File: src/hdl/assert_macros.svh
// ----------------------------------------------------------------------------
// Assertion macros
// Shared concurrent assertion wrappers, clocked on clock, disabled in reset.
// ----------------------------------------------------------------------------
`ifndef ASSERT_MACROS_SVH
`define ASSERT_MACROS_SVH
`ifndef SYNTHESIS
`define PSR_ASSERT_CLK(label, prop, msg) \
   label: assert property (@(posedge clock) disable iff (reset) prop) else $error(msg);
`define PSR_ASSERT_NEVER(label, cond, msg) `PSR_ASSERT_CLK(label, !(cond), msg)
`else
`define PSR_ASSERT_CLK(label, prop, msg)
`define PSR_ASSERT_NEVER(label, cond, msg)
`endif
`endif

File: src/hdl/psr_pkg.sv
// ----------------------------------------------------------------------------
// Point/segment relation package
// Item types, register indexes and datapath widths.
// ----------------------------------------------------------------------------
package psr_pkg;

   localparam int FRAC_BITS_DEFAULT = 16;

   localparam int COORD_W     = 32;
   localparam int LEN_W       = 33;
   localparam int AREA_W      = 50;
   localparam int DIST_RAD_W  = 66;
   localparam int DIST_ROOT_W = DIST_RAD_W / 2;
   localparam int AREA_RAD_W  = 138;
   localparam int AREA_ROOT_W = AREA_RAD_W / 2;

   localparam int CSR_IDX_W  = 3;
   localparam int CSR_DATA_W = 50;

   localparam logic [CSR_IDX_W-1:0] CSR_END_A_X    = 3'd0;
   localparam logic [CSR_IDX_W-1:0] CSR_END_A_Y    = 3'd1;
   localparam logic [CSR_IDX_W-1:0] CSR_END_A_Z    = 3'd2;
   localparam logic [CSR_IDX_W-1:0] CSR_END_B_X    = 3'd3;
   localparam logic [CSR_IDX_W-1:0] CSR_END_B_Y    = 3'd4;
   localparam logic [CSR_IDX_W-1:0] CSR_END_B_Z    = 3'd5;
   localparam logic [CSR_IDX_W-1:0] CSR_DEGEN_TOL  = 3'd6;
   localparam logic [CSR_IDX_W-1:0] CSR_AREA_TOL   = 3'd7;

   typedef struct packed {
      logic signed [COORD_W-1:0] point_x;
      logic signed [COORD_W-1:0] point_y;
      logic signed [COORD_W-1:0] point_z;
   } req_type;

   typedef struct packed {
      logic [AREA_W-1:0] triangle_area;
      logic [LEN_W-1:0]  segment_length;
      logic              on_line;
      logic              on_segment;
   } rsp_type;

endpackage

File: src/hdl/psr_delay.sv
// ----------------------------------------------------------------------------
// Enabled delay line
// Shifts a word along a DEPTH-deep register line while enabled; cleared by reset.
// ----------------------------------------------------------------------------
module psr_delay #(
   parameter int WIDTH = 1,
   parameter int DEPTH = psr_pkg::DIST_ROOT_W
) (
   input  logic             clock,
   input  logic             reset,
   input  logic             enable,
   input  logic [WIDTH-1:0] d,
   output logic [WIDTH-1:0] q
);

   logic [WIDTH-1:0] line_ff [0:DEPTH-1];

   always_ff @(posedge clock) begin
      if (reset) begin
         for (int i = 0; i < DEPTH; i++) begin
            line_ff[i] <= '0;
         end
      end else if (enable) begin
         line_ff[0] <= d;
         for (int i = 1; i < DEPTH; i++) begin
            line_ff[i] <= line_ff[i-1];
         end
      end
   end

   assign q = line_ff[DEPTH-1];

endmodule

File: config.mk
export PLATFORM = sky130hd
export DESIGN_NAME = psr_delay
export DESIGN_NICKNAME = d
export VERILOG_FILES = /design/src/hdl/assert_macros.svh /design/src/hdl/psr_pkg.sv /design/src/hdl/psr_delay.sv
export SDC_FILE = /design/constraint.sdc
export NUM_CORES = 1
export LEC_CHECK = 0
export ABC_AREA = 0
export BUFFER_PORTS_ARGS = -buffer_cell sky130_fd_sc_hd__buf_2
export CAP_MARGIN = 0
export CORE_AREA = 2 2 52 54
export CTS_BUF_LIST = sky130_fd_sc_hd__clkbuf_8
export DETAILED_ROUTE_END_ITERATION = 7
export DIE_AREA = 0 0 54 56
export PLACE_DENSITY = 0.71
export SYNTH_ARGS = -nofsm -noshare
export SYNTH_HDL_FRONTEND = slang
export SYNTH_SLANG_ARGS = --single-unit
File: constraint.sdc
create_clock -name clock -period 3.3 [get_ports clock]
set_clock_uncertainty 0.15 [all_clocks]
set_input_delay 0.825 -clock clock [delete_from_list [all_inputs] [get_ports clock]]
set_output_delay 0.825 -clock clock [all_outputs]
set_load 0.005 [all_outputs]
# [Yosys cells after proc, flatten, opt, wreduce, memory -nomap -nowiden]
# Memories as Yosys holds them, arrays and structs flattened.
# Index checks and enable logic that the tools add are counted.
# W data, S select, Z words.
[word_totals] ff_bits=0 mem_bits_rw=33 inputBits=4 elab_cells=72 memories=1
[mem_list] name="line_ff" depth=33 word_bits=1 read_ports=33 rd_ports_with_merged_regs=0 write_ports=33 line="psr_delay.sv:16" rtl="logic [WIDTH-1:0] line_ff [0:DEPTH-1];"
[classes] mux=38 bitwise=33
[op_table] operator="$mux W1" n=38
[op_table] operator="$or A1 B1 Y1" n=33

# [Longest topological paths before layout]
[depth] depth_word=4 mapped_depth=2 ltp_nobuf=1

# [Worst setup path before layout]
# No wires, ideal clock.
[synth_path] path_kind="input -> register" startpoint="in reset" endpoint="mem line_ff[0][0], enable pin" arrival_time_ns=1.439 setup_slack_ns=1.335 cell_stages=2 path_cell_list="buf_2 or2_2"
[synth_rtl] item="start, declared" line="psr_delay.sv:10" rtl="input logic reset,"
[synth_rtl] item="end, declared" line="psr_delay.sv:16"

==> flow_summary.json <==
{
  "status": "completed",
  "hold_path_depth": 1,
  "r2r_slack_ps": 2360,
  "fmax_mhz": 475,
  "path_max_fanout": 34,
  "synth-edff-count": 33,
  "min_to": "line_ff[0][3]$_SDFFCE_PN0P_",
  "critPathMaxStageDelay_ps": 680,
  "drcViolationCount": 0,
  "synthSimpleGateAreaFrac_pct": 22.5,
  "num_io_pins": 5,
  "finalHoldViolCount": 0,
  "htreeDepth": 2,
  "largest_reg_flops": 33,
  "synthAdderAreaFrac_pct": 0,
  "crit_family": "simple AND/OR/NAND/NOR gates",
  "rows": 18,
  "min_from": "line_ff[0][2]$_SDFFCE_PN0P_",
  "startpoint_type": "primary input",
  "r2r-end": "line_ff[0][30]$_SDFFCE_PN0P_",
  "ff2ff_path_depth": 1,
  "finalWeightedCongestion": 0.603,
  "grt-ovfl-total": 0,
  "hold_buffers": 0,
  "worstSetupEndpointType": "flip-flop",
  "clock_sinks": 33,
  "synth_area_leaders": "edfxtp_1, and3b_1, buf_2",
  "synth.most_common_cell": "edfxtp_1",
  "dr.pass1.iters": 3,
  "vdd_drop_max_mv": 0.423,
  "synth_top_family_by_area": "simple AND/OR/NAND/NOR gates",
  "hp-class": "reg -> reg",
  "crit_buf_inv": 1,
  "num_vias": 586,
  "regToRegStartpoint": "line_ff[0][29]$_SDFFCE_PN0P_",
  "synth_xor_area_share_pct": 0,
  "die_y_um": 56,
  "vias_per_cell": 5.43,
  "path_class": "in -> reg",
  "wl_um": 1660,
  "grt_pass1_wl_um": 2720,
  "stdcell_area_um2": 1420,
  "core_area_um2": 2430,
  "cts.clk_slew.worst_paths_ps": 60,
  "place_area_um2": 1350,
  "synth.top_cells.by_count": "edfxtp_1, and3b_1, buf_2",
  "synth_mux_area_share_pct": 0,
  "tritoncts.num_buffers": 5,
  "cts.path.max_buffers": 2,
  "die_area_um2": 3020,
  "antenna_cells": 0,
  "crit_chain": "buf_2, or2_2",
  "worst_pin_slew_ps": 730,
  "reg_top3": "line_ff x33",
  "synth_fp_nets": 77,
  "grt_max_degree": 35,
  "finalSetupViolations": 0,
  "antenna_found_initial": 0,
  "yosys.area.top_type": "edfxtp_1",
  "crit_required_ps": 3060,
  "async_flop_share_pct": 0,
  "finalMaxSlewViolations": 0,
  "fillerInstances": 198,
  "multi_input_area_um2": 297,
  "cts.repair.resized": 0,
  "drtIter0Drc": 5,
  "crit_slowest_cell": "or2_2",
  "post-cts-setup-buffers": 0,
  "syn_avg_cell_area_um2": 18.0,
  "syn_inst": 73,
  "p_leak_nw": 0.668,
  "die_x_um": 54,
  "drive_above_1_share_pct": 14.1,
  "cp.arrival_ps": 1860,
  "synth_top_area_share_pct": 75.2,
  "cts_tree": "yes",
  "yosysSeqAreaShare_pct": 75.2,
  "wl_per_cell_um": 15.4,
  "max_slew_margin_pct": 51.3,
  "tns_ps": 0,
  "synthToLayoutAreaGrowth_pct": 7.88,
  "num-nets-final": 82,
  "grt_pass1_vias": 592,
  "ys.flop_type": "edfxtp_1",
  "yosys_register_bits": 33,
  "ys.warnings.count": 0,
  "dpl.hpwl_um": 830,
  "portBuffers": 4,
  "fin_crit_sh_pct": 63.8,
  "synth_compound_area_share_pct": 0,
  "clk_latency_ps": 270,
  "ys_types": 6,
  "largest-register": "line_ff",
  "rsz0062_at_grt": "no",
  "fin_cells": 108,
  "max_cap_violations": 0,
  "power_density_nw_per_um2": 560,
  "ff_latch_area_um2": 991,
  "syn_area_um2": 1320,
  "ant_nets": 0,
  "dpl.cell_count": 101,
  "root_buffer": "clkbuf_8",
  "start_util_pct": 54.2,
  "track_usage_pct": 13.3,
  "period_needed_ps": 2110
}
==> stage by stage <==
step	util [%]	hold WS (ps)	total power [W]	setup WS (ps)
2_1_floorplan	-	381	0.000524	1340
3_3_place_gp	55.3	386	0.000533	905
3_5_place_dp	55.3	393	0.000534	873
4_1_cts	58.4	407	0.000805	1180
5_1_grt	58.4	414	0.000825	1060
6_report	58.4	410	0.000795	1190
==> cells in the final DEF, fill, tap and decap left out <==
cell type and n:
clkbuf_8 5, edfxtp_1 33, and3b_1 32, buf_2 4
and3b_2 1, inv_1 1, clkinv_1 1, or2_2 1
==> worst max-delay path by stage <==
| stage | slack, ps | cells past startpoint | end | start |
|---|---|---|---|---|
| after floorplan | 1340 | 2 | line_ff[0][0]$_SDFFCE_PN0P_ | reset |
| after global routing | 1060 | 2 | line_ff[0][5]$_SDFFCE_PN0P_ | enable |
| after global placement | 910 | 2 | line_ff[0][32]$_SDFFCE_PN0P_ | enable |
| after detailed placement | 870 | 2 | line_ff[0][23]$_SDFFCE_PN0P_ | enable |
| after CTS | 1180 | 2 | line_ff[0][2]$_SDFFCE_PN0P_ | enable |
| final | 1190 | 2 | line_ff[0][7]$_SDFFCE_PN0P_ | enable |
==> routing by layer <==
metal | global-route usage (%) | share of wire [%] | vias to the layer above
li1 | - | - | 289
met1 | 18.3 | 52 | 284
met2 | 16.2 | 42 | 9
met3 | 5.65 | 3.8 | 4
met4 | 9.64 | 2.0 | 0
met5 | 0 | 0 | -
==> logic make-up (layout without fill, tap and decap cells) <==
group,after synthesis,in the layout
and+or+nand+nor,34,34
DFF,33,33
buffers and inverters,6,11
==> report_power, final <==
group	internal [W]	switching (W)
registers	0.000488	0.00000564
clock network	0.000139	0.000132
logic	0.0000118	0.0000187
==> cell type report <==
class                           instances  area share [%]
Timing Repair Buffer                    4            1.41
Tap cell                               30            2.64
Sequential cell                        33            69.7
Clock buffer                            5            4.84
Multi-Input combinational cell         34            20.9
Clock inverter                          2           0.528
Note: power is estimated with default switching activity, not from simulation.
